[src/hdl/sed_pkg.sv]
// Package for the STX/ETX response deframer: byte codes, event kinds,
// reply codes and frame lengths. No dependencies.
package sed_pkg;

  // Serial control bytes.
  localparam logic [7:0] BYTE_STX = 8'h02;
  localparam logic [7:0] BYTE_ETX = 8'h03;
  localparam logic [7:0] BYTE_EOT = 8'h04;
  localparam logic [7:0] BYTE_ENQ = 8'h05;
  localparam logic [7:0] BYTE_ACK = 8'h06;
  localparam logic [7:0] BYTE_DLE = 8'h10;
  localparam logic [7:0] BYTE_NAK = 8'h15;
  localparam logic [7:0] BYTE_CAN = 8'h18;
  localparam logic [7:0] BYTE_LF  = 8'h0a;
  localparam logic [7:0] BYTE_C   = 8'h43;

  // Command bytes with a fixed frame length.
  localparam logic [7:0] CMD_A = 8'h41;
  localparam logic [7:0] CMD_L = 8'h4c;
  localparam logic [7:0] CMD_P = 8'h50;
  localparam logic [7:0] CMD_V = 8'h56;

  // Frame lengths, the command byte included.
  localparam int unsigned LEN_W = 7;
  localparam logic [LEN_W-1:0] LEN_A   = 7'd17;
  localparam logic [LEN_W-1:0] LEN_L   = 7'd100;
  localparam logic [LEN_W-1:0] LEN_P   = 7'd2;
  localparam logic [LEN_W-1:0] LEN_V   = 7'd14;
  localparam logic [LEN_W-1:0] LEN_MAX = 7'd127;

  typedef enum logic [3:0] {
    EV_EOT   = 4'd0,
    EV_ENQ   = 4'd1,
    EV_ACK   = 4'd2,
    EV_DLE   = 4'd3,
    EV_NAK   = 4'd4,
    EV_CAN   = 4'd5,
    EV_CPU   = 4'd6,
    EV_CMD   = 4'd7,
    EV_DATA  = 4'd8,
    EV_GOOD  = 4'd9,
    EV_BAD   = 4'd10,
    EV_ABORT = 4'd11,
    EV_DUMP  = 4'd12,
    EV_DEND  = 4'd13
  } event_kind_e;

  typedef enum logic [1:0] {
    REPLY_NONE = 2'd0,
    REPLY_ACK  = 2'd1,
    REPLY_NAK  = 2'd2
  } reply_e;

endpackage

[src/hdl/sed_if.sv]
// Stream interfaces of the STX/ETX response deframer: received bytes in,
// deframed events out. Depends on nothing.
interface sed_in_if;
  logic       valid;
  logic       ready;
  logic [7:0] rx_byte;
  logic       chunk_has_colon;

  modport source (output valid, output rx_byte, output chunk_has_colon, input ready);
  modport sink   (input valid, input rx_byte, input chunk_has_colon, output ready);
endinterface

interface sed_out_if;
  logic       valid;
  logic       ready;
  logic [3:0] event_kind;
  logic [7:0] event_byte;
  logic [1:0] reply_request;

  modport source (output valid, output event_kind, output event_byte,
                  output reply_request, input ready);
  modport sink   (input valid, input event_kind, input event_byte,
                  input reply_request, output ready);
endinterface

[src/hdl/stx_etx_response_deframer_top.sv]
// Top level of the STX/ETX response deframer: input register, parser state
// machine and result register. Depends on sed_pkg and the interfaces in sed_if.sv.
//
// The deframer takes one received byte per cycle and gives at most one event
// per byte, registered first in the input register and then in the result
// register. Throughput is one byte per clock, set by the parser update (an
// 8-bit adder, a 7-bit compare and byte decoders); it drops only while a
// result waits on a stalled output.
// Bytes that cause no event (STX, ETX, an extra 'C') just update the state.
module stx_etx_response_deframer_top (
  input  logic     clk_i,
  input  logic     rst_ni,
  sed_in_if.sink   rx_i,
  sed_out_if.source ev_o
);

  localparam logic [2:0] MODE_IDLE   = 3'd0;
  localparam logic [2:0] MODE_CMD    = 3'd1;
  localparam logic [2:0] MODE_DATA   = 3'd2;
  localparam logic [2:0] MODE_SUM    = 3'd3;
  localparam logic [2:0] MODE_DSTART = 3'd4;
  localparam logic [2:0] MODE_DDATA  = 3'd5;

  // Input register.
  logic       in_v_q;
  logic [7:0] in_byte_q;
  logic       in_colon_q;

  // Parser state.
  logic [2:0]              mode_q, mode_d;
  logic [sed_pkg::LEN_W-1:0] exp_len_q, exp_len_d;
  logic                    unk_q, unk_d;
  logic [sed_pkg::LEN_W-1:0] cnt_q, cnt_d;
  logic [7:0]              sum_q, sum_d;
  logic [1:0]              crun_q, crun_d;
  logic                    boot_q, boot_d;

  // Result register.
  logic       out_v_q;
  logic [3:0] out_kind_q;
  logic [7:0] out_byte_q;
  logic [1:0] out_reply_q;

  logic                 out_free;
  logic                 step_en;
  logic                 res_v;
  sed_pkg::event_kind_e res_kind;
  logic [7:0]           res_byte;
  sed_pkg::reply_e      res_reply;

  assign out_free   = !out_v_q || ev_o.ready;
  assign step_en    = in_v_q && out_free;
  assign rx_i.ready = !in_v_q || out_free;

  always_comb begin
    mode_d    = mode_q;
    exp_len_d = exp_len_q;
    unk_d     = unk_q;
    cnt_d     = cnt_q;
    sum_d     = sum_q;
    crun_d    = crun_q;
    boot_d    = boot_q;
    res_v     = 1'b0;
    res_kind  = sed_pkg::EV_EOT;
    res_byte  = 8'd0;
    res_reply = sed_pkg::REPLY_NONE;

    case (mode_q)
      MODE_CMD: begin
        mode_d   = MODE_DATA;
        sum_d    = in_byte_q;
        cnt_d    = {{(sed_pkg::LEN_W-1){1'b0}}, 1'b1};
        unk_d    = 1'b0;
        res_v    = 1'b1;
        res_kind = sed_pkg::EV_CMD;
        res_byte = in_byte_q;
        case (in_byte_q)
          sed_pkg::CMD_A: exp_len_d = sed_pkg::LEN_A;
          sed_pkg::CMD_L: exp_len_d = sed_pkg::LEN_L;
          sed_pkg::CMD_P: exp_len_d = sed_pkg::LEN_P;
          sed_pkg::CMD_V: exp_len_d = sed_pkg::LEN_V;
          default: begin
            exp_len_d = '0;
            unk_d     = 1'b1;
          end
        endcase
      end
      MODE_DATA: begin
        sum_d = sum_q + in_byte_q;
        if (unk_q && in_byte_q == sed_pkg::BYTE_ETX) begin
          mode_d = MODE_SUM;
        end else if (!unk_q && cnt_q == exp_len_q) begin
          // Full length collected: only ETX may follow.
          if (in_byte_q == sed_pkg::BYTE_ETX) begin
            mode_d = MODE_SUM;
          end else begin
            mode_d   = MODE_IDLE;
            res_v    = 1'b1;
            res_kind = sed_pkg::EV_ABORT;
          end
        end else begin
          if (cnt_q != sed_pkg::LEN_MAX) begin
            cnt_d = cnt_q + 1'b1;
          end
          res_v    = 1'b1;
          res_kind = sed_pkg::EV_DATA;
          res_byte = in_byte_q;
        end
      end
      MODE_SUM: begin
        mode_d = MODE_IDLE;
        res_v  = 1'b1;
        if (sum_q == in_byte_q) begin
          res_kind  = sed_pkg::EV_GOOD;
          res_reply = (boot_q && unk_q) ? sed_pkg::REPLY_ACK : sed_pkg::REPLY_NONE;
        end else begin
          res_kind  = sed_pkg::EV_BAD;
          res_reply = boot_q ? sed_pkg::REPLY_NAK : sed_pkg::REPLY_NONE;
        end
      end
      MODE_DSTART: begin
        // The first dump byte is reported as data even if it is a line feed.
        mode_d   = MODE_DDATA;
        res_v    = 1'b1;
        res_kind = sed_pkg::EV_DUMP;
        res_byte = in_byte_q;
      end
      MODE_DDATA: begin
        res_v    = 1'b1;
        res_byte = in_byte_q;
        if (in_byte_q == sed_pkg::BYTE_LF) begin
          mode_d   = MODE_IDLE;
          res_kind = sed_pkg::EV_DEND;
        end else begin
          res_kind = sed_pkg::EV_DUMP;
        end
      end
      default: begin
        mode_d = MODE_IDLE;
        crun_d = 2'd0;
        case (in_byte_q)
          sed_pkg::BYTE_STX: mode_d = MODE_CMD;
          sed_pkg::BYTE_EOT: begin
            res_v    = 1'b1;
            res_kind = sed_pkg::EV_EOT;
          end
          sed_pkg::BYTE_ENQ: begin
            res_v    = 1'b1;
            res_kind = sed_pkg::EV_ENQ;
          end
          sed_pkg::BYTE_ACK: begin
            res_v    = 1'b1;
            res_kind = sed_pkg::EV_ACK;
          end
          sed_pkg::BYTE_DLE: begin
            res_v    = 1'b1;
            res_kind = sed_pkg::EV_DLE;
          end
          sed_pkg::BYTE_NAK: begin
            res_v    = 1'b1;
            res_kind = sed_pkg::EV_NAK;
          end
          sed_pkg::BYTE_CAN: begin
            res_v    = 1'b1;
            res_kind = sed_pkg::EV_CAN;
          end
          sed_pkg::BYTE_C: begin
            // Once bootloader mode is latched, a 'C' changes nothing.
            crun_d = crun_q;
            if (!boot_q) begin
              crun_d = crun_q + 2'd1;
              if (crun_q == 2'd2) begin
                boot_d   = 1'b1;
                res_v    = 1'b1;
                res_kind = sed_pkg::EV_CPU;
              end
            end
          end
          default: begin
            if (in_colon_q) begin
              mode_d   = MODE_DSTART;
              res_v    = 1'b1;
              res_kind = sed_pkg::EV_DUMP;
              res_byte = in_byte_q;
            end
          end
        endcase
      end
    endcase
  end

  always_ff @(posedge clk_i or negedge rst_ni) begin
    if (!rst_ni) begin
      in_v_q    <= 1'b0;
      out_v_q   <= 1'b0;
      mode_q    <= MODE_IDLE;
      exp_len_q <= '0;
      unk_q     <= 1'b0;
      cnt_q     <= '0;
      sum_q     <= 8'd0;
      crun_q    <= 2'd0;
      boot_q    <= 1'b0;
    end else begin
      if (rx_i.ready) begin
        in_v_q <= rx_i.valid;
      end
      if (out_free) begin
        out_v_q <= step_en && res_v;
      end
      if (step_en) begin
        mode_q    <= mode_d;
        exp_len_q <= exp_len_d;
        unk_q     <= unk_d;
        cnt_q     <= cnt_d;
        sum_q     <= sum_d;
        crun_q    <= crun_d;
        boot_q    <= boot_d;
      end
    end
  end

  always_ff @(posedge clk_i) begin
    if (rx_i.valid && rx_i.ready) begin
      in_byte_q  <= rx_i.rx_byte;
      in_colon_q <= rx_i.chunk_has_colon;
    end
    if (step_en && res_v) begin
      out_kind_q  <= res_kind;
      out_byte_q  <= res_byte;
      out_reply_q <= res_reply;
    end
  end

  assign ev_o.valid         = out_v_q;
  assign ev_o.event_kind    = out_kind_q;
  assign ev_o.event_byte    = out_byte_q;
  assign ev_o.reply_request = out_reply_q;

  // Bootloader mode is sticky until reset.
  a_boot_sticky: assert property (@(posedge clk_i) disable iff (!rst_ni)
    boot_q |=> boot_q)
    else $error("bootloader mode cleared without reset");

  // A reply is only ever requested with a checksum verdict.
  a_reply_on_verdict: assert property (@(posedge clk_i) disable iff (!rst_ni)
    (ev_o.valid && ev_o.reply_request != sed_pkg::REPLY_NONE) |->
      (ev_o.event_kind == sed_pkg::EV_GOOD || ev_o.event_kind == sed_pkg::EV_BAD))
    else $error("reply request outside a good or bad event");

  // An ACK reply belongs to a frame with an unknown command in bootloader mode.
  a_ack_reply: assert property (@(posedge clk_i) disable iff (!rst_ni)
    (ev_o.valid && ev_o.reply_request == sed_pkg::REPLY_ACK) |-> (boot_q && unk_q))
    else $error("ACK reply without bootloader mode and unknown command");

endmodule

[src/flat_wrapper.sv]
// flat-port wrapper written by rule: the top's interface ports become plain ports
module stx_etx_response_deframer_top_flat 
  (clk_i, rst_ni, rx_i_valid, rx_i_rx_byte, rx_i_chunk_has_colon, rx_i_ready, ev_o_valid, ev_o_event_kind, ev_o_event_byte, ev_o_reply_request, ev_o_ready);
  sed_in_if rx_i_i ();
  sed_out_if ev_o_i ();
  input  logic clk_i;
  input  logic rst_ni;
  input wire logic [$bits(rx_i_i.valid)-1:0] rx_i_valid;
  input wire logic [$bits(rx_i_i.rx_byte)-1:0] rx_i_rx_byte;
  input wire logic [$bits(rx_i_i.chunk_has_colon)-1:0] rx_i_chunk_has_colon;
  output wire logic [$bits(rx_i_i.ready)-1:0] rx_i_ready;
  output wire logic [$bits(ev_o_i.valid)-1:0] ev_o_valid;
  output wire logic [$bits(ev_o_i.event_kind)-1:0] ev_o_event_kind;
  output wire logic [$bits(ev_o_i.event_byte)-1:0] ev_o_event_byte;
  output wire logic [$bits(ev_o_i.reply_request)-1:0] ev_o_reply_request;
  input wire logic [$bits(ev_o_i.ready)-1:0] ev_o_ready;
  assign rx_i_i.valid = rx_i_valid;
  assign rx_i_i.rx_byte = rx_i_rx_byte;
  assign rx_i_i.chunk_has_colon = rx_i_chunk_has_colon;
  assign rx_i_ready = rx_i_i.ready;
  assign ev_o_valid = ev_o_i.valid;
  assign ev_o_event_kind = ev_o_i.event_kind;
  assign ev_o_event_byte = ev_o_i.event_byte;
  assign ev_o_reply_request = ev_o_i.reply_request;
  assign ev_o_i.ready = ev_o_ready;
  stx_etx_response_deframer_top u_core (.clk_i(clk_i), .rst_ni(rst_ni), .rx_i(rx_i_i), .ev_o(ev_o_i));
endmodule
[config.mk]
export PLATFORM = sky130hd
export DESIGN_NAME = stx_etx_response_deframer_top_flat
export DESIGN_NICKNAME = d
export VERILOG_FILES = /design/src/hdl/sed_pkg.sv /design/src/hdl/sed_if.sv /design/src/hdl/stx_etx_response_deframer_top.sv /design/src/flat_wrapper.sv
export SDC_FILE = /design/constraint.sdc
export NUM_CORES = 1
export LEC_CHECK = 0
export BUFFER_PORTS_ARGS = -buffer_cell sky130_fd_sc_hd__buf_2
export CAP_MARGIN = 20
export CORE_MARGIN = 2
export CORE_UTILIZATION = 30
export DETAILED_ROUTE_END_ITERATION = 12
export PLACE_DENSITY = 0.58
export SLEW_MARGIN = 20
export SYNTH_ARGS = -nofsm -noshare
export SYNTH_HDL_FRONTEND = slang
export SYNTH_SLANG_ARGS = --single-unit
[constraint.sdc]
create_clock -name clk_i -period 2.9 [get_ports clk_i]
set_input_delay 0 -clock clk_i [delete_from_list [all_inputs] [get_ports clk_i]]
set_output_delay 0 -clock clk_i [all_outputs]
set_load 0.02 [all_outputs]
==> impl_metrics.csv <==
group,metric,value,unit
outcome,status,"complete, no violations",
timing,fin_crit_sh,85.48,%
synth,ys_ff_latch,52,
route,dr.first_iter.drc_count,188,
floorplanning,pin_count,29,
grt,grt_util_all_layers,15.05,%
power_and_ir_drop,ir_worst_vdd,0.3036,mV
floorplanning,die_height,107.9,um
final_layout,final_cell_mix,"29 x dfrtp_1, 28 x buf_2, 24 x nand2_1, 23 x edfxtp_1, 19 x buf_4",
setup_path,path_class,"reg2reg",
route,dr_total_vias,2656,
synth,synth_area_per_cell,10.15,um^2
final_layout,antenna_cells,0,
final_layout,post-route-util,36.80,%
synth,synth_edf_count,23,
route,antenna_left,0,
clock_network,cts_buffers,5,
timing,hold_violations,0,
synth,synth_ff_type,"dfrtp_1",
placement,pre_cts_ws,0.1603,ns
timing,setup_viol,0,
timing,worstMarginPinSlew,0.6985,ns
timing,finalClockSkew,0.01046,ns
final_layout,drive_gt1_share,20.22,%
timing,fin_crit,2.479,ns
power_and_ir_drop,p_per_area,765.3,nW/um^2
timing,setup_slack,0.4212,ns
final_layout,syn_to_final_growth,18.39,%
final_layout,stdcell_count,507,
synth,yosysSeqAreaShare,43.74,%
timing,slew_viol_final,0,
route,drt_wl_total,8099,um
setup_path,cp.arrival,2.43,ns
grt,grt_pass1_vias,2752,
floorplanning,rows,37,
synth,synthArstFlopShare,55.77,%
placement,place.gp.congestion,0.8750,
clock_network,clk_pin_slew_worst_paths,0.10,ns
timing,whs,0.05715,ns
final_layout,final_cell_area,3834,um^2
floorplanning,dieWidth,107.9,um
synth,syn_nets,343,
setup_path,endpoint_kind,"flop",
clock_network,max-clock-path-buffers,2,
setup_path,startpoint_type,"flop",
timing,maxClockFrequency,403.4,MHz
clock_network,cts.sinks,52,
grt,grt_pass1_wl,13750,um
final_layout,final_common_cell,"dfrtp_1",
route,dr.pass1.iters,4,
route,vias_per_cell,5.239,
power_and_ir_drop,p_total,2.934,mW
worst_hold_path,whs_endpoint,"u_core.ev_o.valid$_DFFE_PN0P_",
worst_hold_path,min_path_cells,3,
final_layout,final_nets,394,
clock_network,cts_tree,"done",
setup_path,r2r-start,"u_core.in_byte_q[2]$_DFFE_PP_",
setup_path,cp_max_fo,14,
placement,place_area,3628,um^2
placement,port_buffers,28,
route,drc,0,
placement,placed_cells,488,
flow_run,max_cap_viol_count,0,
clock_network,h-tree-depth,2,
grt,grt_max_degree,30,
worst_hold_path,min_path_type,"in2reg",
timing,slew-limit-headroom,53.43,%
worst_hold_path,worstHoldStart,"ev_o_ready",
route,drt-wirelength-per-cell,15.97,um
floorplanning,design.die.area,11640,um^2
synth,syn_area,3238,um^2
synth,ys_types,72,
placement,dp.final_hpwl,6172,um
clock_network,cts_root_buf,"clkbuf_8",
timing,setup_tns,0,ns
setup_path,r2r_slack,0.42,ns
grt,antenna_found_initial,0,
floorplanning,start_util,31.09,%
clock_network,clkLatencyLatePin,0.32,ns
grt,gr-total-overflow,0,
setup_path,reg2reg_to,"u_core.ev_o.event_byte[7]$_DFFE_PP_",
setup_path,reg2regPathDepth,6,
setup_path,required,2.86,ns
synth,syn-instance-count,319,
power_and_ir_drop,power.leakage,1.483,nW
floorplanning,core,10420,um^2
timing,rsz0062_at_grt,"false",
synth,synth_warnings,0,
-- worst max-delay path by stage --
stage	from	endpoint	slack, ns	cells past startpoint
floorplan	u_core.in_byte_q[3]$_DFFE_PP_	u_core.ev_o.event_byte[0]$_DFFE_PP_	0.06	6
global placement	u_core.in_byte_q[2]$_DFFE_PP_	u_core.ev_o.event_byte[6]$_DFFE_PP_	0.20	6
detailed placement	u_core.in_byte_q[2]$_DFFE_PP_	u_core.ev_o.event_byte[1]$_DFFE_PP_	0.16	6
CTS	u_core.in_byte_q[2]$_DFFE_PP_	u_core.ev_o.event_byte[1]$_DFFE_PP_	0.14	6
global route	u_core.in_byte_q[1]$_DFFE_PP_	u_core.ev_o.reply_request[0]$_SDFFCE_PN0P_	0.24	5
finish	u_core.in_byte_q[2]$_DFFE_PP_	u_core.ev_o.event_byte[7]$_DFFE_PP_	0.42	6
-- state kept, by name (all words and copies together) (netlist names) --
name and count:
u_core.ev_o.valid 1, u_core.in_byte_q 8, u_core.ev_o.event_byte 8, u_core.ev_o.event_kind 4, u_core.in_colon_q 1, u_core.cnt_q 7
u_core.sum_q 8, u_core.crun_q 2, u_core.in_v_q 1, u_core.ev_o.reply_request 2, u_core.unk_q 1, u_core.mode_q 3
u_core.exp_len_q 5, u_core.boot_q 1
-- worst max-delay path, stage by stage, from the launching register on --
cell and delay, ns:
edfxtp_1 0.53, buf_4 0.22, or3b_2 0.46, a21oi_1 0.17, o21a_1 0.13, nor3_1 0.07, nor3_4 0.52
-- report_power, final --
part	switching, mW	total [mW]	internal [mW]
combinational	0.756	1.30	0.542
sequential	0.195	1.21	1.01
clock	0.255	0.427	0.172
total	1.21	2.93	1.73
-- cells in the mapped netlist, types with 5 or more instances --
cell      number  share of area [%]
a211oi_1       6                1.4
a21o_1         6                1.4
a21oi_1       13                2.0
and2_1        10                1.9
buf_2          6               0.93
clkbuf_1       7               0.81
dfrtp_1       29                 22
edfxtp_1      23                 21
ha_1          10                3.9
inv_1         13                1.5
mux2i_1        6                1.9
nand2_1       24                2.8
nand2b_1       8                1.5
nand3_1       15                2.3
nor2_1        14                1.6
nor2b_1        5               0.97
nor3_1        17                2.6
nor3b_1        5                1.2
o21ai_0       15                2.3
o31ai_1        5                1.2
xnor2_1        5                1.4
-- area by class of cell --
cell class              instances  area [um^2]
clock buffers                   6        72.57
clock inverters                 2        16.27
fillers                      1048         6583
inverters                      13        48.80
multi-input cells             240         1717
flip-flops and latches         52         1416
well taps                     136        170.2
repair buffers                 58        392.9
-- routing by layer --
metal  vias up  GRT usage (%)  wire [um]
li1       1310              -          -
met1      1260          19.44       3662
met2        69          25.20       3880
met3        17          2.300        337
met4         0          5.861        218
met5         -              0          0
-- timing repair --
action / 4_1_cts / 5_1_grt
hold buffers: 11 / 0
setup endpoints to repair: 0 / 14
buffers inserted: 0 / 0
resized for setup: 0 / 1
endpoints found under the hold margin: 39 / 0
-- logic make-up after synthesis --
| kind of cell | synth area share (%) |
|---|---|
| multiplexers | 3.478 |
| buffers and inverters | 3.594 |
| AO/OA/AOI/OAI | 18.93 |
| adder cells (fa/ha/maj) | 4.482 |
| XOR/XNOR | 1.623 |
| flip-flops | 43.74 |
| AND/OR/NAND/NOR | 24.15 |
No activity file was read; power rests on OpenSTA's default activity.
